--- src/design/uniform_border_margin_detect_macros.svh ---
// Assertion helpers shared by the detector modules.
// Each expects aclk and aresetn in the scope of the module that uses it.
`ifndef UNIFORM_BORDER_MARGIN_DETECT_MACROS_SVH
`define UNIFORM_BORDER_MARGIN_DETECT_MACROS_SVH

// Check that a condition holds at every clock edge out of reset.
`define UBMD_ASSERT_ALWAYS(name, cond, msg) \
    name: assert property (@(posedge aclk) disable iff (!aresetn) (cond)) else $error(msg);

// Check that a trigger is followed by a condition in the next cycle.
`define UBMD_ASSERT_NEXT(name, trig, cond, msg) \
    name: assert property (@(posedge aclk) disable iff (!aresetn) (trig) |=> (cond)) \
        else $error(msg);

`endif

--- src/design/ubmd_pkg.sv ---
`timescale 1ns / 1ps
package ubmd_pkg;

    localparam int CFG_W       = 13;
    localparam int CFG_IDX_W   = 1;
    localparam int COLOR_W     = 24;
    localparam int MARGIN_W    = 12;
    localparam int RESULT_W    = 4 * MARGIN_W;

    localparam int DEF_MAX_WIDTH  = 4096;
    localparam int DEF_MAX_HEIGHT = 4096;
    localparam int QUEUE_DEPTH    = 2;

    localparam logic [CFG_IDX_W-1:0] CFG_FRAME_WIDTH  = 1'd0;
    localparam logic [CFG_IDX_W-1:0] CFG_FRAME_HEIGHT = 1'd1;

    localparam logic [CFG_W-1:0] RESET_FRAME_WIDTH  = 13'd640;
    localparam logic [CFG_W-1:0] RESET_FRAME_HEIGHT = 13'd480;

    // Raster position tags attached to each pixel by the front end
    typedef struct packed {
        logic col_zero;
        logic row_zero;
        logic row_end;
        logic frame_end;
    } pos_flags_t;

    localparam int FLAGS_W = $bits(pos_flags_t);

endpackage

--- src/design/ubmd_front.sv ---
`timescale 1ns / 1ps
`include "uniform_border_margin_detect_macros.svh"
module ubmd_front #(
    parameter int MAX_WIDTH  = ubmd_pkg::DEF_MAX_WIDTH,
    parameter int MAX_HEIGHT = ubmd_pkg::DEF_MAX_HEIGHT
) (
    input  logic                                  aclk,
    input  logic                                  aresetn,
    input  logic                                  cfg_clear,
    input  logic [$clog2(MAX_WIDTH+1)-1:0]        w_eff,
    input  logic [$clog2(MAX_HEIGHT+1)-1:0]       h_eff,
    input  logic                                  s_tvalid,
    output logic                                  s_tready,
    input  logic [ubmd_pkg::COLOR_W-1:0]          s_pixel,
    input  logic                                  q_full,
    output logic                                  push,
    output logic [ubmd_pkg::COLOR_W-1:0]          push_pixel,
    output logic [$clog2(MAX_WIDTH)-1:0]          push_col,
    output logic [$clog2(MAX_HEIGHT)-1:0]         push_row,
    output ubmd_pkg::pos_flags_t                  push_flags
);

    localparam int WW = $clog2(MAX_WIDTH + 1);
    localparam int HW = $clog2(MAX_HEIGHT + 1);
    localparam int CW = $clog2(MAX_WIDTH);
    localparam int RW = $clog2(MAX_HEIGHT);

    logic [CW-1:0] col_reg, col_next;
    logic [RW-1:0] row_reg, row_next;
    logic [WW-1:0] col_inc;
    logic [HW-1:0] row_inc;
    logic          row_end;
    logic          frame_end;

    assign s_tready = !q_full;
    assign push     = s_tvalid && s_tready;

    assign col_inc   = WW'(col_reg) + WW'(1);
    assign row_inc   = HW'(row_reg) + HW'(1);
    assign row_end   = (col_inc >= w_eff);
    assign frame_end = row_end && (row_inc >= h_eff);

    assign push_pixel          = s_pixel;
    assign push_col            = col_reg;
    assign push_row            = row_reg;
    assign push_flags.col_zero  = (col_reg == '0);
    assign push_flags.row_zero  = (row_reg == '0);
    assign push_flags.row_end   = row_end;
    assign push_flags.frame_end = frame_end;

    always_comb begin
        col_next = col_reg;
        row_next = row_reg;
        if (push) begin
            if (frame_end) begin
                col_next = '0;
                row_next = '0;
            end else if (row_end) begin
                col_next = '0;
                row_next = RW'(row_inc);
            end else begin
                col_next = CW'(col_inc);
            end
        end
    end

    always_ff @(posedge aclk) begin
        if (!aresetn || cfg_clear) begin
            col_reg <= '0;
            row_reg <= '0;
        end else begin
            col_reg <= col_next;
            row_reg <= row_next;
        end
    end

    `UBMD_ASSERT_ALWAYS(a_col_in_row, WW'(col_reg) < w_eff, "column position beyond frame width")
    `UBMD_ASSERT_ALWAYS(a_row_in_frame, HW'(row_reg) < h_eff, "row position beyond frame height")

endmodule

--- src/design/ubmd_queue.sv ---
`timescale 1ns / 1ps
`include "uniform_border_margin_detect_macros.svh"
module ubmd_queue #(
    parameter int DATA_W = 8,
    parameter int DEPTH  = ubmd_pkg::QUEUE_DEPTH
) (
    input  logic              aclk,
    input  logic              aresetn,
    input  logic              push,
    input  logic [DATA_W-1:0] push_data,
    input  logic              pop,
    output logic              full,
    output logic              head_valid,
    output logic [DATA_W-1:0] head_data
);

    localparam int PW  = (DEPTH > 1) ? $clog2(DEPTH) : 1;
    localparam int QCW = $clog2(DEPTH + 1);

    logic [DATA_W-1:0] mem [DEPTH];
    logic [PW-1:0]     wr_ptr_reg, wr_ptr_next;
    logic [PW-1:0]     rd_ptr_reg, rd_ptr_next;
    logic [QCW-1:0]    count_reg, count_next;

    assign full       = (count_reg == QCW'(DEPTH));
    assign head_valid = (count_reg != '0);
    assign head_data  = mem[rd_ptr_reg];

    always_comb begin
        wr_ptr_next = wr_ptr_reg;
        rd_ptr_next = rd_ptr_reg;
        count_next  = count_reg;
        if (push) begin
            wr_ptr_next = (wr_ptr_reg == PW'(DEPTH - 1)) ? '0 : wr_ptr_reg + PW'(1);
        end
        if (pop) begin
            rd_ptr_next = (rd_ptr_reg == PW'(DEPTH - 1)) ? '0 : rd_ptr_reg + PW'(1);
        end
        if (push && !pop) begin
            count_next = count_reg + QCW'(1);
        end else if (pop && !push) begin
            count_next = count_reg - QCW'(1);
        end
    end

    always_ff @(posedge aclk) begin
        if (!aresetn) begin
            wr_ptr_reg <= '0;
            rd_ptr_reg <= '0;
            count_reg  <= '0;
        end else begin
            wr_ptr_reg <= wr_ptr_next;
            rd_ptr_reg <= rd_ptr_next;
            count_reg  <= count_next;
        end
    end

    always_ff @(posedge aclk) begin
        if (push) begin
            mem[wr_ptr_reg] <= push_data;
        end
    end

    `UBMD_ASSERT_ALWAYS(a_no_overrun, !(push && full && !pop) && !(pop && !head_valid), "queue overrun or underrun")

endmodule

--- src/design/ubmd_back.sv ---
`timescale 1ns / 1ps
`include "uniform_border_margin_detect_macros.svh"
module ubmd_back #(
    parameter int MAX_WIDTH  = ubmd_pkg::DEF_MAX_WIDTH,
    parameter int MAX_HEIGHT = ubmd_pkg::DEF_MAX_HEIGHT
) (
    input  logic                                  aclk,
    input  logic                                  aresetn,
    input  logic                                  cfg_clear,
    input  logic [$clog2(MAX_WIDTH+1)-1:0]        w_eff,
    input  logic [$clog2(MAX_HEIGHT+1)-1:0]       h_eff,
    input  logic                                  head_valid,
    input  logic [ubmd_pkg::COLOR_W-1:0]          head_pixel,
    input  logic [$clog2(MAX_WIDTH)-1:0]          head_col,
    input  logic [$clog2(MAX_HEIGHT)-1:0]         head_row,
    input  ubmd_pkg::pos_flags_t                  head_flags,
    output logic                                  pop,
    output logic                                  m_tvalid,
    input  logic                                  m_tready,
    output logic [ubmd_pkg::RESULT_W-1:0]         m_tdata
);

    localparam int WW = $clog2(MAX_WIDTH + 1);
    localparam int HW = $clog2(MAX_HEIGHT + 1);
    localparam int CW = $clog2(MAX_WIDTH);
    localparam int RW = $clog2(MAX_HEIGHT);
    localparam int CLR_W = ubmd_pkg::COLOR_W;
    localparam int MW = ubmd_pkg::MARGIN_W;

    // frame state: flags and counts are control, colours and extents payload
    logic             left_found_reg, left_found_next;
    logic             top_found_reg, top_found_next;
    logic             right_found_reg, right_found_next;
    logic             row_uni_reg, row_uni_next;
    logic [HW-1:0]    trail_reg, trail_next;
    logic [WW-1:0]    run_reg, run_next;
    logic [CW-1:0]    left_min_reg, left_min_next;
    logic [RW-1:0]    top_row_reg, top_row_next;
    logic [CW-1:0]    right_max_reg, right_max_next;
    logic [CLR_W-1:0] top_left_reg, top_left_next;
    logic [CLR_W-1:0] prev_px_reg;
    logic [CLR_W-1:0] top_right_reg, top_right_next;
    logic [CLR_W-1:0] row_first_reg, row_first_next;
    logic [CLR_W-1:0] trail_color_reg, trail_color_next;

    logic                             m_tvalid_reg;
    logic [ubmd_pkg::RESULT_W-1:0]    m_tdata_reg;

    logic          diff_tl;
    logic [WW-1:0] right_from_run;
    logic [WW-1:0] right_span;
    logic [31:0]   left_out, top_out, right_out, bottom_out;

    assign pop      = head_valid && (!head_flags.frame_end || !m_tvalid_reg || m_tready);
    assign m_tvalid = m_tvalid_reg;
    assign m_tdata  = m_tdata_reg;

    always_comb begin
        top_left_next = (head_flags.col_zero && head_flags.row_zero) ? head_pixel : top_left_reg;
        diff_tl       = (head_pixel != top_left_next);

        // left and top against the frame's first pixel
        left_min_next   = left_min_reg;
        left_found_next = left_found_reg || diff_tl;
        if (diff_tl && (!left_found_reg || head_col < left_min_reg)) begin
            left_min_next = head_col;
        end
        top_row_next   = top_row_reg;
        top_found_next = top_found_reg || diff_tl;
        if (diff_tl && !top_found_reg) begin
            top_row_next = head_row;
        end

        // right: trailing run on row zero, then widest differing column below
        run_next = (head_flags.col_zero || head_pixel != prev_px_reg) ?
                   WW'(1) : run_reg + WW'(1);
        right_from_run   = w_eff - WW'(1) - run_next;
        right_max_next   = right_max_reg;
        right_found_next = right_found_reg;
        top_right_next   = top_right_reg;
        if (head_flags.row_zero) begin
            if (head_flags.row_end) begin
                top_right_next = head_pixel;
                if (run_next < w_eff) begin
                    right_max_next   = CW'(right_from_run);
                    right_found_next = 1'b1;
                end
            end
        end else if (head_pixel != top_right_reg) begin
            if (!right_found_reg || head_col > right_max_reg) begin
                right_max_next   = head_col;
                right_found_next = 1'b1;
            end
        end

        // bottom: run of uniform rows of one colour ending at the last row
        row_first_next = head_flags.col_zero ? head_pixel : row_first_reg;
        row_uni_next   = head_flags.col_zero ? 1'b1 :
                         (row_uni_reg && head_pixel == row_first_reg);
        trail_next       = trail_reg;
        trail_color_next = trail_color_reg;
        if (head_flags.row_end) begin
            if (!row_uni_next) begin
                trail_next = '0;
            end else if (trail_reg != '0 && row_first_next == trail_color_reg) begin
                trail_next = trail_reg + HW'(1);
            end else begin
                trail_next       = HW'(1);
                trail_color_next = row_first_next;
            end
        end

        right_span = w_eff - WW'(1) - WW'(right_max_next);
        left_out   = left_found_next ? 32'(left_min_next) : 32'd0;
        top_out    = top_found_next ? 32'(top_row_next) : 32'd0;
        right_out  = right_found_next ? 32'(right_span) : 32'd0;
        bottom_out = (trail_next < h_eff) ? 32'(trail_next) : 32'd0;
    end

    always_ff @(posedge aclk) begin
        if (!aresetn || cfg_clear) begin
            left_found_reg  <= 1'b0;
            top_found_reg   <= 1'b0;
            right_found_reg <= 1'b0;
            row_uni_reg     <= 1'b1;
            trail_reg       <= '0;
            run_reg         <= '0;
        end else if (pop) begin
            if (head_flags.frame_end) begin
                left_found_reg  <= 1'b0;
                top_found_reg   <= 1'b0;
                right_found_reg <= 1'b0;
                row_uni_reg     <= 1'b1;
                trail_reg       <= '0;
                run_reg         <= '0;
            end else begin
                left_found_reg  <= left_found_next;
                top_found_reg   <= top_found_next;
                right_found_reg <= right_found_next;
                row_uni_reg     <= row_uni_next;
                trail_reg       <= trail_next;
                run_reg         <= run_next;
            end
        end
    end

    always_ff @(posedge aclk) begin
        if (pop) begin
            left_min_reg    <= left_min_next;
            top_row_reg     <= top_row_next;
            right_max_reg   <= right_max_next;
            top_left_reg    <= top_left_next;
            prev_px_reg     <= head_pixel;
            top_right_reg   <= top_right_next;
            row_first_reg   <= row_first_next;
            trail_color_reg <= trail_color_next;
        end
    end

    // hold the result until the sink takes it
    always_ff @(posedge aclk) begin
        if (!aresetn) begin
            m_tvalid_reg <= 1'b0;
        end else if (pop && head_flags.frame_end) begin
            m_tvalid_reg <= 1'b1;
        end else if (m_tready) begin
            m_tvalid_reg <= 1'b0;
        end
    end

    always_ff @(posedge aclk) begin
        if (pop && head_flags.frame_end) begin
            m_tdata_reg <= {bottom_out[MW-1:0], right_out[MW-1:0],
                            top_out[MW-1:0], left_out[MW-1:0]};
        end
    end

    `UBMD_ASSERT_NEXT(a_frame_end_shows_result, pop && head_flags.frame_end, m_tvalid_reg, "frame end did not raise a result")
    `UBMD_ASSERT_NEXT(a_result_not_dropped, m_tvalid_reg && !m_tready, m_tvalid_reg, "pending result lost")

endmodule

--- src/design/uniform_border_margin_detect.sv ---
`timescale 1ns / 1ps
// Channel  | Dir | Handshake          | Payload (lowest bit first)
// s_       | in  | s_tvalid/s_tready  | s_tdata: pixel_color[23:0]
// m_       | out | m_tvalid/m_tready  | m_tdata: margin_left, margin_top,
//          |     |                    |          margin_right, margin_bottom
// cfg_     | in  | cfg_we             | cfg_index, cfg_wdata (13 bits)
//
// One pixel per cycle while no result is held back; the front counter and
// the back compare stage have a two-entry queue between them.
// The result is registered when the back end takes the frame's last pixel.
// Reset is synchronous on aresetn; any register write restarts the frame.
// A stalled result holds the back end only at the frame's last pixel;
// input stalls only when the queue is full.
module uniform_border_margin_detect #(
    parameter int MAX_WIDTH  = ubmd_pkg::DEF_MAX_WIDTH,
    parameter int MAX_HEIGHT = ubmd_pkg::DEF_MAX_HEIGHT
) (
    input  logic                              aclk,
    input  logic                              aresetn,
    input  logic                              s_tvalid,
    output logic                              s_tready,
    input  logic [23:0]                       s_tdata,   // pixel_color[23:0]
    output logic                              m_tvalid,
    input  logic                              m_tready,
    // margin_left[11:0], margin_top[23:12], margin_right[35:24], margin_bottom[47:36]
    output logic [ubmd_pkg::RESULT_W-1:0]     m_tdata,
    input  logic                              cfg_we,
    input  logic [ubmd_pkg::CFG_IDX_W-1:0]    cfg_index,
    input  logic [ubmd_pkg::CFG_W-1:0]        cfg_wdata
);

    localparam int WW = $clog2(MAX_WIDTH + 1);
    localparam int HW = $clog2(MAX_HEIGHT + 1);
    localparam int CW = $clog2(MAX_WIDTH);
    localparam int RW = $clog2(MAX_HEIGHT);
    localparam int CLR_W = ubmd_pkg::COLOR_W;
    localparam int QW = CLR_W + CW + RW + ubmd_pkg::FLAGS_W;

    logic [ubmd_pkg::CFG_W-1:0] frame_width_reg;
    logic [ubmd_pkg::CFG_W-1:0] frame_height_reg;
    logic                       cfg_clear;
    logic [WW-1:0]              w_eff;
    logic [HW-1:0]              h_eff;

    logic                 push, pop, q_full, head_valid;
    logic [CLR_W-1:0]     push_pixel, head_pixel;
    logic [CW-1:0]        push_col, head_col;
    logic [RW-1:0]        push_row, head_row;
    ubmd_pkg::pos_flags_t push_flags, head_flags;
    logic [QW-1:0]        head_data;

    assign cfg_clear = cfg_we && (cfg_index == ubmd_pkg::CFG_FRAME_WIDTH ||
                                  cfg_index == ubmd_pkg::CFG_FRAME_HEIGHT);

    always_ff @(posedge aclk) begin
        if (!aresetn) begin
            frame_width_reg  <= ubmd_pkg::RESET_FRAME_WIDTH;
            frame_height_reg <= ubmd_pkg::RESET_FRAME_HEIGHT;
        end else if (cfg_we) begin
            case (cfg_index)
                ubmd_pkg::CFG_FRAME_WIDTH:  frame_width_reg  <= cfg_wdata;
                ubmd_pkg::CFG_FRAME_HEIGHT: frame_height_reg <= cfg_wdata;
                default: ;
            endcase
        end
    end

    // zero acts as one, oversize clamps to the limit
    assign w_eff = (frame_width_reg == '0) ? WW'(1) :
                   (32'(frame_width_reg) > 32'(MAX_WIDTH)) ? WW'(MAX_WIDTH) :
                   WW'(frame_width_reg);
    assign h_eff = (frame_height_reg == '0) ? HW'(1) :
                   (32'(frame_height_reg) > 32'(MAX_HEIGHT)) ? HW'(MAX_HEIGHT) :
                   HW'(frame_height_reg);

    ubmd_front #(
        .MAX_WIDTH  (MAX_WIDTH),
        .MAX_HEIGHT (MAX_HEIGHT)
    ) u_front (
        .aclk       (aclk),
        .aresetn    (aresetn),
        .cfg_clear  (cfg_clear),
        .w_eff      (w_eff),
        .h_eff      (h_eff),
        .s_tvalid   (s_tvalid),
        .s_tready   (s_tready),
        .s_pixel    (s_tdata),
        .q_full     (q_full),
        .push       (push),
        .push_pixel (push_pixel),
        .push_col   (push_col),
        .push_row   (push_row),
        .push_flags (push_flags)
    );

    ubmd_queue #(
        .DATA_W (QW),
        .DEPTH  (ubmd_pkg::QUEUE_DEPTH)
    ) u_queue (
        .aclk       (aclk),
        .aresetn    (aresetn),
        .push       (push),
        .push_data  ({push_flags, push_row, push_col, push_pixel}),
        .pop        (pop),
        .full       (q_full),
        .head_valid (head_valid),
        .head_data  (head_data)
    );

    assign {head_flags, head_row, head_col, head_pixel} = head_data;

    ubmd_back #(
        .MAX_WIDTH  (MAX_WIDTH),
        .MAX_HEIGHT (MAX_HEIGHT)
    ) u_back (
        .aclk       (aclk),
        .aresetn    (aresetn),
        .cfg_clear  (cfg_clear),
        .w_eff      (w_eff),
        .h_eff      (h_eff),
        .head_valid (head_valid),
        .head_pixel (head_pixel),
        .head_col   (head_col),
        .head_row   (head_row),
        .head_flags (head_flags),
        .pop        (pop),
        .m_tvalid   (m_tvalid),
        .m_tready   (m_tready),
        .m_tdata    (m_tdata)
    );

endmodule

--- config.mk ---
export PLATFORM = sky130hd
export DESIGN_NAME = uniform_border_margin_detect
export DESIGN_NICKNAME = d
export VERILOG_FILES = /design/src/design/ubmd_pkg.sv /design/src/design/ubmd_front.sv /design/src/design/ubmd_queue.sv /design/src/design/ubmd_back.sv /design/src/design/uniform_border_margin_detect.sv
export VERILOG_INCLUDE_DIRS = /design/src /design/src/design
export SDC_FILE = /design/constraint.sdc
export NUM_CORES = 1
export LEC_CHECK = 0
export BUFFER_PORTS_ARGS = -buffer_cell sky130_fd_sc_hd__buf_2
export CORE_UTILIZATION = 55
export CTS_BUF_LIST = sky130_fd_sc_hd__clkbuf_2 sky130_fd_sc_hd__clkbuf_4 sky130_fd_sc_hd__clkbuf_8
export CTS_CLUSTER_DIAMETER = 100
export DETAILED_ROUTE_END_ITERATION = 8
export GPL_TIMING_DRIVEN = 0
export PLACE_DENSITY_LB_ADDON = 0.25
export SYNTH_ARGS = -nofsm -noshare
export SYNTH_HDL_FRONTEND = slang
export SYNTH_SLANG_ARGS = --single-unit
export TNS_END_PERCENT = 5
--- constraint.sdc ---
create_clock -name aclk -period 7.8 [get_ports aclk]
set_input_delay 2.34 -clock aclk [delete_from_list [all_inputs] [get_ports aclk]]
set_output_delay 2.34 -clock aclk [all_outputs]
set_load 0.02 [all_outputs]
# After elaboration in Yosys (flattened, before gate mapping)
# Memory sizes are Yosys's and may differ from the RTL's. A register that Yosys moved wholly into a read port is not among the register bits.
# Cells that the tools add are included.
# word_totals
regBits	289
ramBits	104
out_inout_bits	50
n_memories	1
# op_classes
add_sub_neg	11
magnitude_cmp	8
eq_ne	6
muxes	43
bitwise_logic	2
reduce_logical	42
# mem_list
memory	depth	width	read_ports	rd_ports_with_merged_regs	wr	line_no	text
u_queue.mem	2	52	1	1	1	ubmd_queue.sv:20	logic [DATA_W-1:0] mem [DEPTH];
# ops
op	count
2-to-1 mux 12 bit	11
2-to-1 mux 13 bit	10
inequality test 24 bit	3
== test 24 bit	2
2-to-1 mux 24 bit	2
adder 12 x 1 -> 13 bit, second input constant	2
adder 13 x 1 -> 13 bit, second input constant	2
greater-or-equal comparator 13 bit	2
greater-than comparator 13 bit, second input constant	2
logical NOT 13 bit	2
less-than comparator 13 bit	2
logical NOT 12 bit	2
subtractor 12 bit	2
2-to-1 mux 1 bit	18
nonzero test 13 bit	1
greater-than comparator 12 bit	1
less-than comparator 12 bit	1
subtractor 12 x 1 -> 12 bit, second input constant	1
logical AND 1 bit	11
logical NOT 1 bit	9
logical OR 1 bit	8
nonzero test 2 bit	4
AND reduction 2 bit	3
2-to-1 mux 2 bit	2
other kinds (7)	9

# Logic depth before layout (Yosys ltp)
# depth
ltp_word	9
ltp_mapped	31
depth_no_buf	27

# Modules after synthesis
# A second synthesis with hierarchy kept.
# hier_totals
hier_cells	1803
area_unflattened_um2	20772.4
# by_module_without_submodules
module	n_inst	cells_each	area_per_inst_um2
ubmd_back	1	1181	13317.8
ubmd_queue	1	184	3991.3
ubmd_front	1	288	2293.4
uniform_border_margin_detect	1	150	1169.9

# Worst setup path after synthesis
# Ideal clock, no wire load.
# synth_timing
path_kind	input-to-reg
from	input m_tready
to	register u_back.trail_color_reg[0], enable pin
arrival_ns	6.156
required_time_ns	7.387
setup_slack_ns	1.231
cell_stages	5
n_path_buf	0
cell_sequence	nor2b_1 -> a21o_1 -> inv_1 -> nand2_1 -> a21oi_1
# synth_via
elab_chain_cells	3
# synth_rtl
element	line_no	text
start: declaration	uniform_border_margin_detect.sv:24	input logic m_tready,
logical OR 1 bit	ubmd_back.sv:54	assign pop = head_valid && (!head_flags.frame_end || !m_tvalid_reg || m_tready);
logical AND 1 bit	ubmd_back.sv:54	
net pop	uniform_border_margin_detect.sv:45	logic push, pop, q_full, head_valid;
AND reduction 4 bit (no source line)	n/a	
end signal: assignment	ubmd_back.sv:156	trail_color_reg <= trail_color_next;
end: declaration	ubmd_back.sv:44	logic [CLR_W-1:0] trail_color_reg, trail_color_next;
# The timed path passes the listed nets, and every way through them passes these cells.
# A chain may end at the register's enable or synchronous reset.

==> results.txt <==
Netlist cell types: 82
Core Region: 0.0377 sq mm
static leakage: 9.31 nW
total gr overflow: 0
min Tclk post-route: 7.41 ns
Die Width: 198 microns
Post-Synthesis Net Count: 1,945
Max Slew Vio Count: 0
Synth Cell Area: 0.0210 sq mm
First-pass DRT Iterations: 6
Power Total: 8.09 mW
CTS tree: yes
dominant synthesized flop cell: edfxtp_1
layout cell share with drive strength beyond 1: 15.3%
Slew headroom: 30.7%
fin nets: 2,114
crit path buf inv count: 3
CP startpoint kind: flop
Routed WL: 51,300 microns
largest net degree at the start of global routing: 85
#FFs+latches synth: 394
most frequent cells in the layout: 308 x edfxtp_1, 141 x nand2_1, 127 x xnor2_1
Peak supply drop: 0.217 mV
PD cells: 341 mW/mm^2
Synth top area share: 44.0%
DR vias: 14,800
CP delay by family, top: compound AO/OA/AOI/OAI gates
Die H: 198 microns
worst setup margin: 0.393 ns
max reg flops: 104
Internal Dissipation: 5.22 mW
async set-reset flop share out of synthesis: 0%
H-tree depth: 3
status: finished clean
CP max FO: 10
Post-synth EDFFs: 308
clock power share: 23.2%
initial core utilization: 55.8%
Post-Syn Area per Cell: 11.7 sq um
drt initial violations: 1,374
pre-CTS setup slack: -0.0123 ns
CP endpoint kind: flop
hold_buf cts: 0
Routability Congestion: 0.936
sequential fraction of the synthesis area: 52.2%
CTS buffer count: 66
Site Rows: 71
area of the die: 0.0390 sq mm
Max-cap violations: 0
Avg Vias per Cell: 5.87
vias in the first global route: 14,400
DRC Markers: 0
WL per Instance: 20.3 microns
CTS Root Cell: clkbuf_8
Critical Path RT: 8.25 ns
Gate Count Post-Synth: 1,797
Clock Skew: 0.0322 ns
endpoints failing hold: 0
top post-synthesis cells by area: edfxtp_1 44%, dfxtp_1 8.2%, ha_1 6.1%, xnor2_1 5.3%, mux2i_1 4.9%
Yosys top cell by area: edfxtp_1
Reg power frac: 41.6%
most common cell after layout, fill and taps aside: edfxtp_1
CTS max path bufs: 3
Port Buf Inserts: 92
gr usage total: 26.6%
Min-Delay Path Class: reg2reg
Setup CP Type: reg2reg
Worst-Margin Slew: 1.03 ns
Comb power frac: 35.3%
I/O Pins: 93
Fmax achieved: 0.135 GHz
Tcrit/Tclk final: 95.0%
hold_sp: u_front.push_row[2]$_SDFFE_PP0P_
Final Setup Violations: 0
Worst EP arrival: 7.86 ns
ANT nets after route: 0
clock-pin slew on the worst setup and hold paths: 0.07 ns
HPWL after DPL: 37,200 microns
CP max stage delay: 0.69 ns
CP max-delay cell: mux2i_2
number of diodes: 0
switch share: 35.4%
first-pass GRT wire length: 79,400 microns
Area Overhead vs Synth: 12.9%
later-pin clock latency in the skew report: 0.63 ns
initial antenna violation count: 0
Net Switching: 2.86 mW
Ys Warns: 0
clk sinks: 394
==> through the flow <==
step / TNS, ns / hold slack, ns / util (%) / cells / cell area [sq um]
2_1_floorplan: 0 / 0.424 / - / 1797 / 21000
3_3_place_gp: -22.76 / 0.441 / 58.8 / 2400 / 22100
3_5_place_dp: -0.0123 / 0.447 / 59.2 / 2406 / 22300
4_1_cts: 0 / 0.464 / 62.8 / 2523 / 23600
5_1_grt: -0.000198 / 0.486 / 63.0 / 2526 / 23700
6_report: 0 / 0.463 / 63.0 / 2526 / 23700
==> layer usage <==
layer	up-vias	wire, microns	track usage [%]
met4	0	1110	9.27
met5	-	0	0
met2	568	23600	41.9
li1	6981	-	-
met1	7219	23100	37.2
met3	71	3450	4.30
==> repair_timing <==
item,CTS,global route
endpoints found under the setup margin,1,3
cloned,0,0
resized for setup,1,16
buffers inserted,0,3
==> cell families after synthesis <==
family / Yosys count / synth area share (%)
adder cells (fa/ha/maj): 105 / 6.32
buffers and inverters: 180 / 3.62
XOR/XNOR: 168 / 7.06
multiplexers: 137 / 7.79
flip-flops: 394 / 52.2
AO/OA/AOI/OAI: 326 / 11.3
AND/OR/NAND/NOR: 487 / 11.8
==> cell type report <==
class                   count  area, sq um
fillers                  3001        13900
flip-flops and latches    394        11000
multi-input cells        1223         9400
clock buffers             100         1240
well taps                 511          639
repair buffers            101          613
inverters                 106          405
plain buffers              74          365
clock inverters            17          103
==> power by group through the flow <==
stage / registers (mW) / clock network, mW / logic, mW
floorplan: 3.46 / 0 / 1.94
global placement: 3.43 / 0 / 2.68
detailed placement: 3.40 / 0 / 2.82
CTS: 3.36 / 1.91 / 2.83
global route: 3.41 / 2.00 / 3.11
finish: 3.36 / 1.87 / 2.85
==> synth_stat cells (14+ instances only) <==
library cell,n
a32o_1,14
a22oi_1,15
a21oi_1,75
xnor2_1,127
xor2_1,40
nor2b_1,26
nor4_1,40
mux2i_1,104
dfxtp_1,86
a21boi_0,23
and3_1,18
mux2i_4,19
clkbuf_1,53
o21ai_0,32
edfxtp_1,308
nand4_1,24
a21o_1,45
inv_1,105
o21a_1,21
ha_1,103
nor2_1,104
nand3_1,47
nand2_1,141
nor3_1,19
==> path summary, 6_finish.rpt <==
kind | end | slack, ns | cells past startpoint
setup / recovery | u_back.m_tdata[35]$_SDFFCE_PP0P_ | 0.39 | 25
hold / removal | u_queue.mem[1][38]$_DFFE_PP_ | 0.46 | 0
setup reg to reg | u_back.m_tdata[35]$_SDFFCE_PP0P_ | 0.39 | 25
hold reg to reg | u_queue.mem[1][38]$_DFFE_PP_ | 0.46 | 0
(Power assumes the default switching activity.)
